<file path="config.mk">
export PLATFORM = sky130hd
export DESIGN_NAME = metar_altimeter_extractor_flat
export DESIGN_NICKNAME = d
export VERILOG_FILES = /design/src/design/mae_pkg.sv /design/src/design/mae_if.sv /design/src/design/metar_altimeter_extractor.sv /design/src/flat_wrapper.sv
export SDC_FILE = /design/constraint.sdc
export NUM_CORES = 1
export LEC_CHECK = 0
export ABC_AREA = 1
export ABC_CLOCK_PERIOD_IN_PS = 8300
export BUFFER_PORTS_ARGS = -buffer_cell sky130_fd_sc_hd__buf_4
export CORE_MARGIN = 5
export CORE_UTILIZATION = 55
export CTS_CLUSTER_DIAMETER = 120
export DETAILED_ROUTE_END_ITERATION = 7
export PLACE_DENSITY = 0.74
export RECOVER_POWER = 50
export REMOVE_ABC_BUFFERS = 1
export SLEW_MARGIN = 10
export SYNTH_ARGS = -nofsm -noshare
export SYNTH_HDL_FRONTEND = slang
export SYNTH_SLANG_ARGS = --single-unit
</file>
<file path="constraint.sdc">
create_clock -name clock -period 8.3 [get_ports clock]
set_input_delay 1.245 -clock clock [delete_from_list [all_inputs] [get_ports clock]]
set_output_delay 1.245 -clock clock [all_outputs]
set_load 0.05 [all_outputs]
</file>
<file path="src/design/mae_pkg.sv">
`timescale 1ns / 1ps

package mae_pkg;

   typedef logic [7:0] byte_type;

   // Result status codes
   typedef enum logic [1:0] {
      STATUS_FOUND         = 2'd0,
      STATUS_NO_HEADER_END = 2'd1,
      STATUS_NO_GROUP      = 2'd2
   } status_type;

   localparam byte_type CH_LF = 8'd10;
   localparam byte_type CH_CR = 8'd13;
   localparam byte_type CH_SP = 8'd32;
   localparam byte_type CH_0  = 8'd48;
   localparam byte_type CH_2  = 8'd50;
   localparam byte_type CH_3  = 8'd51;
   localparam byte_type CH_9  = 8'd57;
   localparam byte_type CH_A  = 8'd65;

   localparam int unsigned ALT_WIDTH   = 12;
   localparam int unsigned PRESS_WIDTH = 18;

   // Valid range of a found altimeter group and its pressure
   localparam logic [ALT_WIDTH-1:0]   ALT_MIN   = 12'd2000;
   localparam logic [ALT_WIDTH-1:0]   ALT_MAX   = 12'd3999;
   localparam logic [PRESS_WIDTH-1:0] PRESS_MIN = 18'd67728;
   localparam logic [PRESS_WIDTH-1:0] PRESS_MAX = 18'd135422;

endpackage

</file>
<file path="src/design/mae_if.sv">
`timescale 1ns / 1ps

interface mae_req_if;
   logic                 valid;
   logic                 ready;
   mae_pkg::byte_type    data_byte;
   logic                 last_byte;

   modport source (output valid, data_byte, last_byte, input ready);
   modport sink   (input valid, data_byte, last_byte, output ready);
endinterface

interface mae_rsp_if;
   logic                                  valid;
   logic                                  ready;
   mae_pkg::status_type                   status;
   logic [mae_pkg::ALT_WIDTH-1:0]         altimeter_hundredths_inhg;
   logic [mae_pkg::PRESS_WIDTH-1:0]       pressure_centi_hpa;

   modport source (output valid, status, altimeter_hundredths_inhg, pressure_centi_hpa,
                   input ready);
   modport sink   (input valid, status, altimeter_hundredths_inhg, pressure_centi_hpa,
                   output ready);
endinterface

</file>
<file path="src/design/metar_altimeter_extractor.sv">
`timescale 1ns / 1ps
// Throughput: one byte item per cycle, sustained, whenever the result side is not stalled.
// Result path: the result item for the byte item that decides it passes through three registered
//   stages in order: decision, scaling multiply, and divide-by-constant multiply.
// Reset (synchronous, active high) clears the parser state and empties the result stages;
//   no clearing pass, the block takes items in the first cycle after reset.

module metar_altimeter_extractor #(
   parameter int unsigned MAX_TEXT_BYTES = 511
) (
   input  logic       clock,
   input  logic       reset,
   mae_req_if.sink    req_chan,
   mae_rsp_if.source  rsp_chan
);

   localparam int unsigned CntWidth  = 10;
   localparam int unsigned ProdWidth = 31;
   localparam int unsigned QuotWidth = 27;
   localparam int unsigned RecWidth  = 28;
   localparam int unsigned RecShift  = 37;
   localparam int unsigned MulWidth  = QuotWidth + RecWidth;

   localparam logic [CntWidth-1:0]  MaxBytes  = CntWidth'(MAX_TEXT_BYTES);
   localparam logic [2:0]           HdrDone   = 3'd4;
   // pressure = floor((value * 338639 + 5000) / 10000)
   localparam logic [ProdWidth-1:0] PressMult = 31'd338639;
   localparam logic [ProdWidth-1:0] PressBias = 31'd5000;
   // divide by 10000: shift right by 4, then multiply by ceil(2^37 / 625)
   localparam logic [RecWidth-1:0]  Recip625  = 28'd219902326;

   typedef enum logic [2:0] {
      TOK_IDLE  = 3'd0,
      TOK_SPACE = 3'd1,
      TOK_A     = 3'd2,
      TOK_D1    = 3'd3,
      TOK_D2    = 3'd4,
      TOK_D3    = 3'd5,
      TOK_D4    = 3'd6
   } tok_type;

   // Parser state
   logic [2:0]                        hdr_ff, hdr_in;
   logic                              body_ff, body_in;
   tok_type                           tok_ff, tok_in;
   logic [mae_pkg::ALT_WIDTH-1:0]     digit_ff, digit_in;
   logic [CntWidth-1:0]               cnt_ff, cnt_in;
   logic                              ans_ff, ans_in;

   // Result stage 1: decision
   logic                              valid1_ff, valid1_in;
   mae_pkg::status_type               status1_ff, status1_in;
   logic [mae_pkg::ALT_WIDTH-1:0]     value1_ff, value1_in;

   // Result stage 2: scaled product
   logic                              valid2_ff;
   mae_pkg::status_type               status2_ff;
   logic [mae_pkg::ALT_WIDTH-1:0]     value2_ff;
   logic [ProdWidth-1:0]              prod2_ff, prod2_in;

   // Result stage 3: output register
   logic                              valid3_ff;
   mae_pkg::status_type               status3_ff;
   logic [mae_pkg::ALT_WIDTH-1:0]     value3_ff;
   logic [mae_pkg::PRESS_WIDTH-1:0]   press3_ff, press3_in;
   logic [MulWidth-1:0]               quot_full;

   logic adv1, adv2, adv3;
   logic accept;

   // Each stage loads when it is empty or the stage after it moves on
   assign adv3   = !valid3_ff || rsp_chan.ready;
   assign adv2   = !valid2_ff || adv3;
   assign adv1   = !valid1_ff || adv2;
   assign accept = req_chan.valid && adv1;

   assign req_chan.ready = adv1;

   assign rsp_chan.valid                     = valid3_ff;
   assign rsp_chan.status                    = status3_ff;
   assign rsp_chan.altimeter_hundredths_inhg = value3_ff;
   assign rsp_chan.pressure_centi_hpa        = press3_ff;

   // Parser: header search, then altimeter group search in the body
   always_comb begin
      mae_pkg::byte_type b;
      logic              last;
      logic              is_digit;
      logic              fail;
      logic              found;
      logic              ended;
      logic [mae_pkg::ALT_WIDTH+3:0] acc;

      b        = req_chan.data_byte;
      last     = req_chan.last_byte;
      is_digit = (b >= mae_pkg::CH_0) && (b <= mae_pkg::CH_9);
      fail     = 1'b0;
      found    = 1'b0;
      ended    = 1'b0;
      acc      = 16'(digit_ff) * 16'd10 + 16'(b[3:0]);

      hdr_in     = hdr_ff;
      body_in    = body_ff;
      tok_in     = tok_ff;
      digit_in   = digit_ff;
      cnt_in     = cnt_ff;
      ans_in     = ans_ff;
      valid1_in  = 1'b0;
      status1_in = mae_pkg::STATUS_FOUND;
      value1_in  = '0;

      if (accept) begin
         if (ans_ff) begin
            // Drop bytes after the answer; the last one starts a new response
            if (last) begin
               hdr_in   = '0;
               body_in  = 1'b0;
               tok_in   = TOK_IDLE;
               digit_in = '0;
               cnt_in   = '0;
               ans_in   = 1'b0;
            end
         end else begin
            if (b == 8'd0) begin
               ended = 1'b1;
            end else begin
               cnt_in = cnt_ff + 1'b1;
               if (!body_ff) begin
                  // Header pattern alternates CR, LF
                  if (b == (hdr_ff[0] ? mae_pkg::CH_LF : mae_pkg::CH_CR)) begin
                     hdr_in = hdr_ff + 3'd1;
                  end else begin
                     hdr_in = (b == mae_pkg::CH_CR) ? 3'd1 : 3'd0;
                  end
                  if (hdr_in == HdrDone) begin
                     body_in  = 1'b1;
                     tok_in   = TOK_IDLE;
                     digit_in = '0;
                  end
               end else begin
                  fail = 1'b1;
                  case (tok_ff)
                     TOK_SPACE: begin
                        if (b == mae_pkg::CH_A) begin
                           tok_in = TOK_A;
                           fail   = 1'b0;
                        end
                     end
                     TOK_A: begin
                        if (b == mae_pkg::CH_2 || b == mae_pkg::CH_3) begin
                           digit_in = mae_pkg::ALT_WIDTH'(b[3:0]);
                           tok_in   = TOK_D1;
                           fail     = 1'b0;
                        end
                     end
                     TOK_D1, TOK_D2, TOK_D3: begin
                        if (is_digit) begin
                           digit_in = acc[mae_pkg::ALT_WIDTH-1:0];
                           tok_in   = tok_type'(tok_ff + 3'd1);
                           fail     = 1'b0;
                        end
                     end
                     TOK_D4: begin
                        if (b == mae_pkg::CH_SP || b == mae_pkg::CH_CR ||
                            b == mae_pkg::CH_LF) begin
                           found = 1'b1;
                           fail  = 1'b0;
                        end
                     end
                     default: begin
                        fail = 1'b1;
                     end
                  endcase
                  // Restart the search at the failing byte
                  if (fail) begin
                     tok_in = (b == mae_pkg::CH_SP) ? TOK_SPACE : TOK_IDLE;
                  end
               end
               if (last || cnt_in >= MaxBytes) begin
                  ended = 1'b1;
               end
            end

            // Four digits right at the end of the text count as found
            if (!found && ended && body_in && tok_in == TOK_D4) begin
               found = 1'b1;
            end

            if (found || ended) begin
               valid1_in  = 1'b1;
               status1_in = found   ? mae_pkg::STATUS_FOUND :
                            body_in ? mae_pkg::STATUS_NO_GROUP :
                                      mae_pkg::STATUS_NO_HEADER_END;
               value1_in  = found ? digit_in : '0;
               if (last) begin
                  hdr_in   = '0;
                  body_in  = 1'b0;
                  tok_in   = TOK_IDLE;
                  digit_in = '0;
                  cnt_in   = '0;
                  ans_in   = 1'b0;
               end else begin
                  ans_in = 1'b1;
               end
            end
         end
      end
   end

   // Scale to centi-hPa: one multiply per stage
   assign prod2_in  = ProdWidth'(ProdWidth'(value1_ff) * PressMult + PressBias);
   assign quot_full = MulWidth'(prod2_ff[ProdWidth-1:4]) * MulWidth'(Recip625);
   assign press3_in = quot_full[RecShift+mae_pkg::PRESS_WIDTH-1:RecShift];

   // Control state: parser and stage valids
   always_ff @(posedge clock) begin
      if (reset) begin
         hdr_ff    <= '0;
         body_ff   <= 1'b0;
         tok_ff    <= TOK_IDLE;
         digit_ff  <= '0;
         cnt_ff    <= '0;
         ans_ff    <= 1'b0;
         valid1_ff <= 1'b0;
         valid2_ff <= 1'b0;
         valid3_ff <= 1'b0;
      end else begin
         hdr_ff   <= hdr_in;
         body_ff  <= body_in;
         tok_ff   <= tok_in;
         digit_ff <= digit_in;
         cnt_ff   <= cnt_in;
         ans_ff   <= ans_in;
         if (adv1) begin
            valid1_ff <= valid1_in;
         end
         if (adv2) begin
            valid2_ff <= valid1_ff;
         end
         if (adv3) begin
            valid3_ff <= valid2_ff;
         end
      end
   end

   // Payload: advance with the stage valids, hold while stalled
   always_ff @(posedge clock) begin
      if (adv1) begin
         status1_ff <= status1_in;
         value1_ff  <= value1_in;
      end
      if (adv2) begin
         status2_ff <= status1_ff;
         value2_ff  <= value1_ff;
         prod2_ff   <= prod2_in;
      end
      if (adv3) begin
         status3_ff <= status2_ff;
         value3_ff  <= value2_ff;
         press3_ff  <= press3_in;
      end
   end

endmodule

</file>
<file path="src/flat_wrapper.sv">
// flat-port wrapper written by rule: the top's interface ports become plain ports
module metar_altimeter_extractor_flat 
#(
   parameter int unsigned MAX_TEXT_BYTES = 511
)
  (clock, reset, req_chan_valid, req_chan_data_byte, req_chan_last_byte, req_chan_ready, rsp_chan_valid, rsp_chan_status, rsp_chan_altimeter_hundredths_inhg, rsp_chan_pressure_centi_hpa, rsp_chan_ready);
  mae_req_if req_chan_i ();
  mae_rsp_if rsp_chan_i ();
  input  logic clock;
  input  logic reset;
  input wire logic [$bits(req_chan_i.valid)-1:0] req_chan_valid;
  input wire logic [$bits(req_chan_i.data_byte)-1:0] req_chan_data_byte;
  input wire logic [$bits(req_chan_i.last_byte)-1:0] req_chan_last_byte;
  output wire logic [$bits(req_chan_i.ready)-1:0] req_chan_ready;
  output wire logic [$bits(rsp_chan_i.valid)-1:0] rsp_chan_valid;
  output wire logic [$bits(rsp_chan_i.status)-1:0] rsp_chan_status;
  output wire logic [$bits(rsp_chan_i.altimeter_hundredths_inhg)-1:0] rsp_chan_altimeter_hundredths_inhg;
  output wire logic [$bits(rsp_chan_i.pressure_centi_hpa)-1:0] rsp_chan_pressure_centi_hpa;
  input wire logic [$bits(rsp_chan_i.ready)-1:0] rsp_chan_ready;
  assign req_chan_i.valid = req_chan_valid;
  assign req_chan_i.data_byte = req_chan_data_byte;
  assign req_chan_i.last_byte = req_chan_last_byte;
  assign req_chan_ready = req_chan_i.ready;
  assign rsp_chan_valid = rsp_chan_i.valid;
  assign rsp_chan_status = rsp_chan_i.status;
  assign rsp_chan_altimeter_hundredths_inhg = rsp_chan_i.altimeter_hundredths_inhg;
  assign rsp_chan_pressure_centi_hpa = rsp_chan_i.pressure_centi_hpa;
  assign rsp_chan_i.ready = rsp_chan_ready;
  metar_altimeter_extractor #(.MAX_TEXT_BYTES(MAX_TEXT_BYTES)) u_core (.clock(clock), .reset(reset), .req_chan(req_chan_i), .rsp_chan(rsp_chan_i));
endmodule
</file>
Word-level counts from Yosys, hierarchy flattened
Index checks and enable logic that the tools add are counted.
{ "classes": {"muxes": 80, "addsub": 5, "magnitude_cmp": 3, "reduce_logical": 22, "eq_ne": 16, "bitwise_logic": 3, "multipliers": 3} }
{ "ops": {"columns": ["op", "count"], "rows": [
  ["two-way mux 12 bit", 9],
  ["two-way mux 3 bit", 24],
  ["multiplier 27 x 27 -> 54 bit (second input constant)", 1],
  ["two-way mux 10 bit", 5],
  ["two-way mux 1 bit", 38],
  ["adder 31 x 13 -> 31 bit (second input constant)", 1],
  ["multiplier 12 x 19 -> 31 bit (second input constant)", 1],
  ["== test 8 x 6 -> 1 bit (second input constant)", 3],
  ["one-hot mux 12 bit (2 select lines)", 1],
  ["== test 8 x 4 -> 1 bit (second input constant)", 2],
  ["== test 3 bit (second input constant)", 5],
  ["adder 12 x 4 -> 12 bit", 1],
  ["multiplier 12 x 3 -> 11 bit (second input constant)", 1],
  ["adder 10 x 1 -> 10 bit (second input constant)", 1],
  ["greater-or-equal comparator 10 x 9 -> 1 bit (second input constant)", 1],
  ["one-hot mux 3 bit (3 select lines)", 1],
  ["== test 8 x 7 -> 1 bit (second input constant)", 1],
  ["== test 8 bit", 1],
  ["greater-or-equal comparator 8 x 6 -> 1 bit (second input constant)", 1],
  ["less-or-equal comparator 8 x 6 -> 1 bit (second input constant)", 1],
  ["logical NOT 8 bit", 1],
  ["logical OR 1 bit", 8],
  ["OR reduction 4 bit", 2],
  ["adder 3 x 1 -> 3 bit (second input constant)", 2],
  ["10 further kinds", 20]
]} }
{ "word_totals": {"inputBits": 13, "register_bits": 124, "output_inout_bits": 34} }

Logic depth before layout (Yosys ltp)
Gate-level depths: netlist of run 1.
{ "logic_depth": {"depth_word": 23, "depth_mapped": 24} }

Worst setup path after synthesis of run 1
No wires, ideal clock.
{ "synth_timing": {"path_type": "flip-flop to flip-flop", "start": "register u_core.prod2_ff[15]", "end": "register u_core.press3_ff, in the netlist u_core.rsp_chan.pressure_centi_hpa[13] (data pin)", "n_path_buf": 0, "synth_period_minus_slack_ps": 5841, "path_stages_with_launch": 23, "arrival_ps": 5582, "path_slack_ps": 2459, "path_cell_list": "edfxtp_1 -> ha_1 -> inv_1 -> fa_1 -> inv_1 -> fa_1 -> inv_1 -> fa_1 -> inv_1 -> fa_1 -> fa_1 -> inv_1 -> fa_1 -> inv_1 -> ha_1 -> nand2_1 -> nor2_1 -> nand2_1 -> nor3_1 -> nand2_1 -> o211ai_1 -> a31oi_1 -> xnor2_1"} }
{ "synth_between": {"elab_chain_len": 1} }
{ "synth_lines": {"columns": ["item", "line_no", "source"], "rows": [
  ["from (decl)", "metar_altimeter_extractor.sv:59", "logic [ProdWidth-1:0] prod2_ff, prod2_in;"],
  ["from (signal assigned)", "metar_altimeter_extractor.sv:255", "prod2_ff <= prod2_in;"],
  ["multiplier 27 x 27 -> 54 bit", "metar_altimeter_extractor.sv:212", "assign quot_full = MulWidth'(prod2_ff[ProdWidth-1:4]) * MulWidth'(Recip625);"],
  ["net u_core.quot_full[50]", "metar_altimeter_extractor.sv:66", "logic [MulWidth-1:0] quot_full;"],
  ["to (signal assigned)", "metar_altimeter_extractor.sv:260", "press3_ff <= press3_in;"],
  ["to (decl)", "metar_altimeter_extractor.sv:65", "logic [mae_pkg::PRESS_WIDTH-1:0] press3_ff, press3_in;"]
]} }
The timed path passes the listed nets, and every way through them passes these cells.
A chain may end at the register's enable or synchronous reset.

Worst setup path after layout of run 1
{ "layout_timing": {"start": "register u_core.prod2_ff[14]", "end": "register u_core.press3_ff, in the netlist u_core.rsp_chan.pressure_centi_hpa[15] (data pin)"} }
Same word-level chain as after synthesis.

==> impl_metrics.ini, run 1 <==
[synthesis]
post_synth_and_or_nand_nor_area_fraction = 0.0958
synth_warnings = 0
postSynth.asyncResetShare = 0
synth_largest_area_cell = sky130_fd_sc_hd__fa_1
post_synth_inst_count = 2615
syn_avg_cell_area_um2 = 9.13
synth.cell_area_um2 = 23900
synth.top_cells.by_area = sky130_fd_sc_hd__fa_1 34%, sky130_fd_sc_hd__ha_1 21%, sky130_fd_sc_hd__inv_1 13%
ys_types = 52
synth-edff-count = 87
synth_seq_cells = 120
synth_largest_type_area_fraction = 0.337
share_of_the_synthesized_area_in_compound_gates_ao_oa_aoi_oai = 0.0695
postSynth.topFlopCell = sky130_fd_sc_hd__edfxtp_1
combinational_family_with_the_most_area_after_synthesis = adder cells
post_synth_xor_area_fraction = 0.0216
synth.mux.area_fraction = 0
yosysSeqAreaShare = 0.137
post_synth_fa_ha_maj_area_fraction = 0.546

[sta]
grt_setup_unrepaired = no
finalCritPeriodShare = 0.806
max_freq_mhz = 150
timing.final.crit_period_ps = 6690
setup-violations-final = 0
tightestPinTransition_ps = 2230
max-slew-margin-rel = -0.488
setup_total_negative_slack_ps = 0
clock_skew_ps = 19.6
final-max-slew-violation-count = 75
hold_viol_final = 0

[cells_and_area]
share_of_final_layout_standard_cells_stronger_than_drive_strength_1 = 0.0339
post-route-cell-area_um2 = 25400
most_used_cells_in_the_layout_excluding_fill_and_tap_cells = 806 x sky130_fd_sc_hd__inv_1, 402 x sky130_fd_sc_hd__fa_1, 399 x sky130_fd_sc_hd__ha_1
area_delta_synth_final_pct = 6.21
mostFrequentLayoutCell = sky130_fd_sc_hd__inv_1
n_fill_cell = 3826
n_antenna_cell = 0
seq_area_um2 = 3270
nNetsFinal = 3488
multi_input_comb_area_um2 = 17500

[drt]
postRouteWirelength_mm = 62.1
wl_per_cell_um = 19.0
drtPass1Iterations = 5
dr_total_vias = 17200
route.detailed.vias_per_inst = 5.27
drt_first_iter_violations = 1144
antenna_left = 0
drt_drc_violations_left = 0

[setup_path]
critical_path.cell_chain = ha_1 -> inv_1 -> fa_1 -> inv_1 -> fa_1 -> fa_1 -> fa_1 -> fa_1 -> inv_1 -> fa_1 -> inv_1 -> ha_1 -> nand2_1 -> nor2_1 -> nand2_1 -> nor4_1 -> nand3_1 -> nand3_1 -> nand3_1 -> nand2_1 -> xor2_1
path_max_fanout = 8
worstSetupPathType = reg2reg
path_buf_inv = 4
path_delay_family = adder cells
worst_path_most_repeated_cell = sky130_fd_sc_hd__fa_1
critPathArrivalTime_ps = 6890
timing.critical_path.to_type = register
worst_path_max_delay_cell = sky130_fd_sc_hd__edfxtp_1
slowest_cell_delay_on_critical_path_ps = 610
start_kind = register
crit_required_ps = 8500

[pwr]
ir_drop_uv = 107
cellLeakagePower_uw = 0.0135
power_density_nw_per_um2 = 66.2

[grt]
grt_start_max_net_pins = 40
number_of_antenna_violations_at_the_first_check_in_global_routing = 1
grtUsageTotal = 0.271
grt_pass1_wl_mm = 100
grt_overflow_total = 0
vias_in_the_first_global_route = 18400

[cts]
later_pin_clock_latency_in_the_skew_report_ps = 460
clock-sinks = 120
cts_root_buf = sky130_fd_sc_hd__clkbuf_16
clock_tree_from_tritoncts = built
cts.clk_slew.worst_paths_ps = 80
cts_hold_repair.buffers = 0
cts_inserted_buffers = 17
longest_clk_path_bufs = 2
post_cts_buffers = 0
cts_htree_levels = 4
post_cts.resized_instances = 0

[floorplan]
ios = 47
dieWidth_um = 218
number_of_rows_created_at_floorplan = 76
die_height_um = 218
initial_core_util = 0.556
die_area_um2 = 47700
core_area_um2 = 43000

[hold_path]
min_path_type = reg2reg

[flow_run]
drv_cap = 2

[place]
dpl-instance-area_um2 = 24900
gp_routability_congestion = 0.979
numPortBuffers = 46
dp_hpwl_mm = 55.1

[status]
violations_in_the_final_reports = max-capacitance violations, max-slew violations
run_status = complete, but fails checks
[power by group]
group          switching (µW)  total [µW]  leakage [µW]  internal (µW)
clock                     324         740      0.000278            417
sequential               7.02         652       0.00132            645
combinational             194         287        0.0119           93.6
[Yosys cell counts (3+ instances only)]
| cell type | count |
|---|---|
| sky130_fd_sc_hd__a211oi_1 | 4 |
| sky130_fd_sc_hd__a21o_1 | 4 |
| sky130_fd_sc_hd__a21oi_1 | 141 |
| sky130_fd_sc_hd__a31oi_1 | 17 |
| sky130_fd_sc_hd__clkbuf_1 | 8 |
| sky130_fd_sc_hd__dfxtp_1 | 33 |
| sky130_fd_sc_hd__edfxtp_1 | 87 |
| sky130_fd_sc_hd__fa_1 | 402 |
| sky130_fd_sc_hd__ha_1 | 399 |
| sky130_fd_sc_hd__inv_1 | 806 |
| sky130_fd_sc_hd__inv_2 | 5 |
| sky130_fd_sc_hd__nand2_1 | 251 |
| sky130_fd_sc_hd__nand2_2 | 6 |
| sky130_fd_sc_hd__nand2_4 | 4 |
| sky130_fd_sc_hd__nand3_1 | 56 |
| sky130_fd_sc_hd__nand4_1 | 12 |
| sky130_fd_sc_hd__nor2_1 | 136 |
| sky130_fd_sc_hd__nor2_4 | 14 |
| sky130_fd_sc_hd__nor3_1 | 11 |
| sky130_fd_sc_hd__nor4_1 | 8 |
| sky130_fd_sc_hd__o211ai_1 | 8 |
| sky130_fd_sc_hd__o21a_1 | 6 |
| sky130_fd_sc_hd__o21ai_0 | 82 |
| sky130_fd_sc_hd__o21ai_1 | 9 |
| sky130_fd_sc_hd__o21bai_1 | 6 |
| sky130_fd_sc_hd__o221ai_1 | 5 |
| sky130_fd_sc_hd__o31ai_1 | 3 |
| sky130_fd_sc_hd__or2_2 | 5 |
| sky130_fd_sc_hd__xnor2_1 | 19 |
| sky130_fd_sc_hd__xor2_1 | 40 |
[stage by stage]
| stage | total power, µW | worst slack, ps | utilization | std cells | hold slack [ps] |
|---|---|---|---|---|---|
| 2_1_floorplan | 865 | 2460 | - | 2605 | 400 |
| 3_3_place_gp | 952 | 1770 | 0.580 | 3240 | 403 |
| 3_5_place_dp | 955 | 1700 | 0.580 | 3240 | 407 |
| 4_1_cts | 1700 | 1670 | 0.593 | 3272 | 401 |
| 5_1_grt | 1760 | 1450 | 0.590 | 3272 | 421 |
| 6_report | 1680 | 1610 | 0.590 | 3272 | 402 |
[routing by layer]
layer,share of wire,wire length [µm],vias up,track usage
met2,0.50,30800,461,0.469
met5,0,0,-,0
met1,0.43,26800,8536,0.362
met3,0.045,2810,97,0.0371
met4,0.028,1720,0,0.0735
li1,-,-,8153,-
[kinds of logic after synthesis]
logic type / after synthesis
adders and majority gates: 801
AOI/OAI and AO/OA: 298
and+or+nand+nor: 515
DFF: 120
xor gates and xnor gates: 59
buffers and inverters: 822
[worst register-to-register path, cell delays in order (launching register included)]
cell and delay, ps:
sky130_fd_sc_hd__edfxtp_1 610, sky130_fd_sc_hd__ha_1 590, sky130_fd_sc_hd__inv_1 200, sky130_fd_sc_hd__fa_1 510
sky130_fd_sc_hd__inv_1 50, sky130_fd_sc_hd__fa_1 510, sky130_fd_sc_hd__fa_1 560, sky130_fd_sc_hd__fa_1 550
sky130_fd_sc_hd__fa_1 550, sky130_fd_sc_hd__inv_1 50, sky130_fd_sc_hd__fa_1 530, sky130_fd_sc_hd__inv_1 40
sky130_fd_sc_hd__ha_1 310, sky130_fd_sc_hd__nand2_1 90, sky130_fd_sc_hd__nor2_1 230, sky130_fd_sc_hd__nand2_1 110
sky130_fd_sc_hd__nor4_1 390, sky130_fd_sc_hd__nand3_1 140, sky130_fd_sc_hd__nand3_1 170, sky130_fd_sc_hd__nand3_1 100
sky130_fd_sc_hd__nand2_1 90, sky130_fd_sc_hd__xor2_1 60
[worst paths after layout]
path / start / to / depth (start not counted) / slack, ps
setup / recovery: u_core.prod2_ff[14] / u_core.rsp_chan.pressure_centi_hpa[15] / 21 / 1610
hold reg to reg: u_core.status1_ff[0] / u_core.status2_ff[0] / 0 / 400
hold / removal: u_core.status1_ff[0] / u_core.status2_ff[0] / 0 / 400
setup reg to reg: u_core.prod2_ff[14] / u_core.rsp_chan.pressure_centi_hpa[15] / 21 / 1610
[sequential cells by signal (all words and copies together), names as in the netlist, 3 cells and up]
| register | flops |
|---|---|
| u_core.value1_ff | 12 |
| u_core.digit_ff | 12 |
| u_core.value2_ff | 11 |
| u_core.hdr_ff | 3 |
| u_core.cnt_ff | 10 |
| u_core.rsp_chan.altimeter_hundredths_inhg | 12 |
| u_core.prod2_ff | 28 |
| u_core.tok_ff | 3 |
| u_core.rsp_chan.pressure_centi_hpa | 18 |
[area by class of cell]
type | instances | share of cell area
clock buffer | 17 | 0.0168
clock inverter | 15 | 0.00557
inverter | 812 | 0.120
multi-input combinational | 1673 | 0.690
sequential | 120 | 0.129
tap | 585 | 0.0289
timing repair buffer | 50 | 0.00947
(Power assumes the default switching activity.)
==> inputs of run 2 (changes only) <==
--- a/config.mk
+++ b/config.mk
@@ -6,7 +6,7 @@
 export NUM_CORES = 1
 export LEC_CHECK = 0
 export ABC_AREA = 1
-export ABC_CLOCK_PERIOD_IN_PS = 8300
+export ABC_CLOCK_PERIOD_IN_PS = 6300
 export BUFFER_PORTS_ARGS = -buffer_cell sky130_fd_sc_hd__buf_4
 export CORE_MARGIN = 5
 export CORE_UTILIZATION = 55
==> constraint.sdc (replaced) <==
create_clock -name clock -period 6.3 [get_ports clock]
set_input_delay 0.945 -clock clock [delete_from_list [all_inputs] [get_ports clock]]
set_output_delay 0.945 -clock clock [all_outputs]
set_load 0.05 [all_outputs]
==> run 2 against run 1 <==
Net effect: register-to-register slack worse by 1600 ps; sequential power is 32% higher; global-route usage is 0.68 points higher; critical endpoint is now u_core.rsp_chan.pressure_centi_hpa[3]; largest power group unchanged; via count is 1.9% higher; the run still ends with max-capacitance violations, max-slew violations left; critical path depth stayed put.
==> impl_metrics.ini, run 2 (same netlist as run 1, synthesis figures left out) <==
[grt]
vias_in_the_first_global_route = 18600
number_of_antenna_violations_at_the_first_check_in_global_routing = 0
grt_pass1_wl_mm = 102
grt_overflow_total = 0
grt_start_max_net_pins = 40
grtUsageTotal = 0.278

[floorplan]
die_area_um2 = 47700
die_height_um = 218
ios = 47
dieWidth_um = 218
initial_core_util = 0.556
number_of_rows_created_at_floorplan = 76
core_area_um2 = 43000

[cells_and_area]
n_antenna_cell = 0
share_of_final_layout_standard_cells_stronger_than_drive_strength_1 = 0.0784
fin_cells = 3354
most_used_cells_in_the_layout_excluding_fill_and_tap_cells = 803 x sky130_fd_sc_hd__inv_1, 402 x sky130_fd_sc_hd__fa_1, 394 x sky130_fd_sc_hd__ha_1
mostFrequentLayoutCell = sky130_fd_sc_hd__inv_1
area_delta_synth_final_pct = 9.78
multi_input_comb_area_um2 = 17600
n_fill_cell = 3761
regMostFlops = u_core.prod2_ff
nNetsFinal = 3570
largest_register_ff_count = 28
seq_area_um2 = 3270

[place]
gp_routability_congestion = 0.975
numPortBuffers = 46
dpl.cell_count = 3288
dp_hpwl_mm = 56.7

[sta]
tightestPinTransition_ps = 2190
setup-violations-final = 0
fin_hold_ws_ps = 416
max_freq_mhz = 160
grt_setup_unrepaired = yes
finalCritPeriodShare = 0.991
timing.final.crit_period_ps = 6240
max-slew-margin-rel = -0.460
hold_viol_final = 0
clock_skew_ps = 17.1
final-max-slew-violation-count = 74

[hold_path]
min_path_type = reg2reg

[status]
violations_in_the_final_reports = max-capacitance violations, max-slew violations
run_status = complete, but fails checks

[setup_path]
worst_path_max_delay_cell = sky130_fd_sc_hd__edfxtp_1
worstSetupPathType = reg2reg
critPathArrivalTime_ps = 6510
critical_path.cell_chain = buf_4 -> fa_1 -> ha_1 -> inv_1 -> fa_1 -> fa_1 -> inv_1 -> fa_1 -> fa_1 -> inv_1 -> fa_1 -> inv_1 -> ha_1 -> nand2_1 -> nor2_1 -> nand2_1 -> nor3_2 -> nand2_1 -> o211ai_1 -> buf_4 -> xor2_1
slowest_cell_delay_on_critical_path_ps = 550
path_max_fanout = 5
worst_path_most_repeated_cell = sky130_fd_sc_hd__fa_1
start_kind = register
timing.critical_path.to_type = register
crit_required_ps = 6570

[drt]
antenna_left = 0
route.detailed.vias_per_inst = 5.24
dr_total_vias = 17600
wl_per_cell_um = 19.1
drt_first_iter_violations = 1021
postRouteWirelength_mm = 64.0
drtPass1Iterations = 6
drt_drc_violations_left = 0

[cts]
cts_root_buf = sky130_fd_sc_hd__clkbuf_16
cts_htree_levels = 4
clock-sinks = 120
cts.clk_slew.worst_paths_ps = 60
later_pin_clock_latency_in_the_skew_report_ps = 450
longest_clk_path_bufs = 2
cts_inserted_buffers = 17
clock_tree_from_tritoncts = built
cts_hold_repair.buffers = 0

[pwr]
cellLeakagePower_uw = 0.0140
ir_drop_uv = 194
power_density_nw_per_um2 = 85.9

[flow_run]
drv_cap = 2
==> run 2: cell count changes in the layout (fill, tap and decap cells not counted), sizes merged <==
cell / delta
buf: +109
bufinv: +1
clkbuf: -26
clkinv: -3
clkinvlp: +3
inv: -2
==> run 2: stage by stage <==
| step | utilization | cell area, µm² | setup WS [ps] | total power [µW] | TNS [ps] |
|---|---|---|---|---|---|
| after floorplan | - | 23800 | 459 | 1140 | 0 |
| after global placement | 0.588 | 25300 | 91.8 | 1260 | 0 |
| after detailed placement | 0.588 | 25300 | -0.0377 | 1260 | -0.0377 |
| after CTS | 0.602 | 25900 | 1.26 | 2260 | 0 |
| after global routing | 0.610 | 26200 | -83.5 | 2360 | -234 |
| final | 0.610 | 26200 | 58.1 | 2250 | 0 |
==> run 2: worst max-delay path, delay by kind of cell (launching register included) <==
family                   cells  cell delay [ps]
adder cells (fa/ha/maj)      8             3630
AND/OR/NAND/NOR              5              720
buffers and inverters        6              630
flip-flops                   1              550
AO/OA/AOI/OAI                1              290
XOR/XNOR                     1              240
==> run 2: area by class of cell <==
cell class              instances  share of cell area
well taps                     585              0.0279
inverters                     812               0.116
repair buffers                132              0.0370
clock buffers                  18              0.0164
multi-input cells            1673               0.671
flip-flops and latches        120               0.125
clock inverters                14             0.00635
==> run 2: final timing paths <==
path	from	to	slack, ps	cells after the start
max	u_core.prod2_ff[20]	u_core.rsp_chan.pressure_centi_hpa[3]	60	21
min reg2reg	u_core.status1_ff[0]	u_core.status2_ff[0]	420	0
min	u_core.status1_ff[0]	u_core.status2_ff[0]	420	0
max reg2reg	u_core.prod2_ff[20]	u_core.rsp_chan.pressure_centi_hpa[3]	60	21
==> run 2: where the power goes <==
part           switching (µW)  internal (µW)
sequential               8.60            851
clock                     404            591
combinational             264            134
total                     677           1580
==> run 2: repair_timing <==
action / in CTS / in global routing
setup buffers: 0 / 34
gates resized for setup: 0 / 22
endpoints found under the setup margin: 0 / 14
==> run 2: per-layer routing <==
metal | GRT usage | part of all wire
met1 | 0.369 | 0.43
met2 | 0.477 | 0.49
met3 | 0.0352 | 0.044
met4 | 0.0904 | 0.037
met5 | 0 | 0
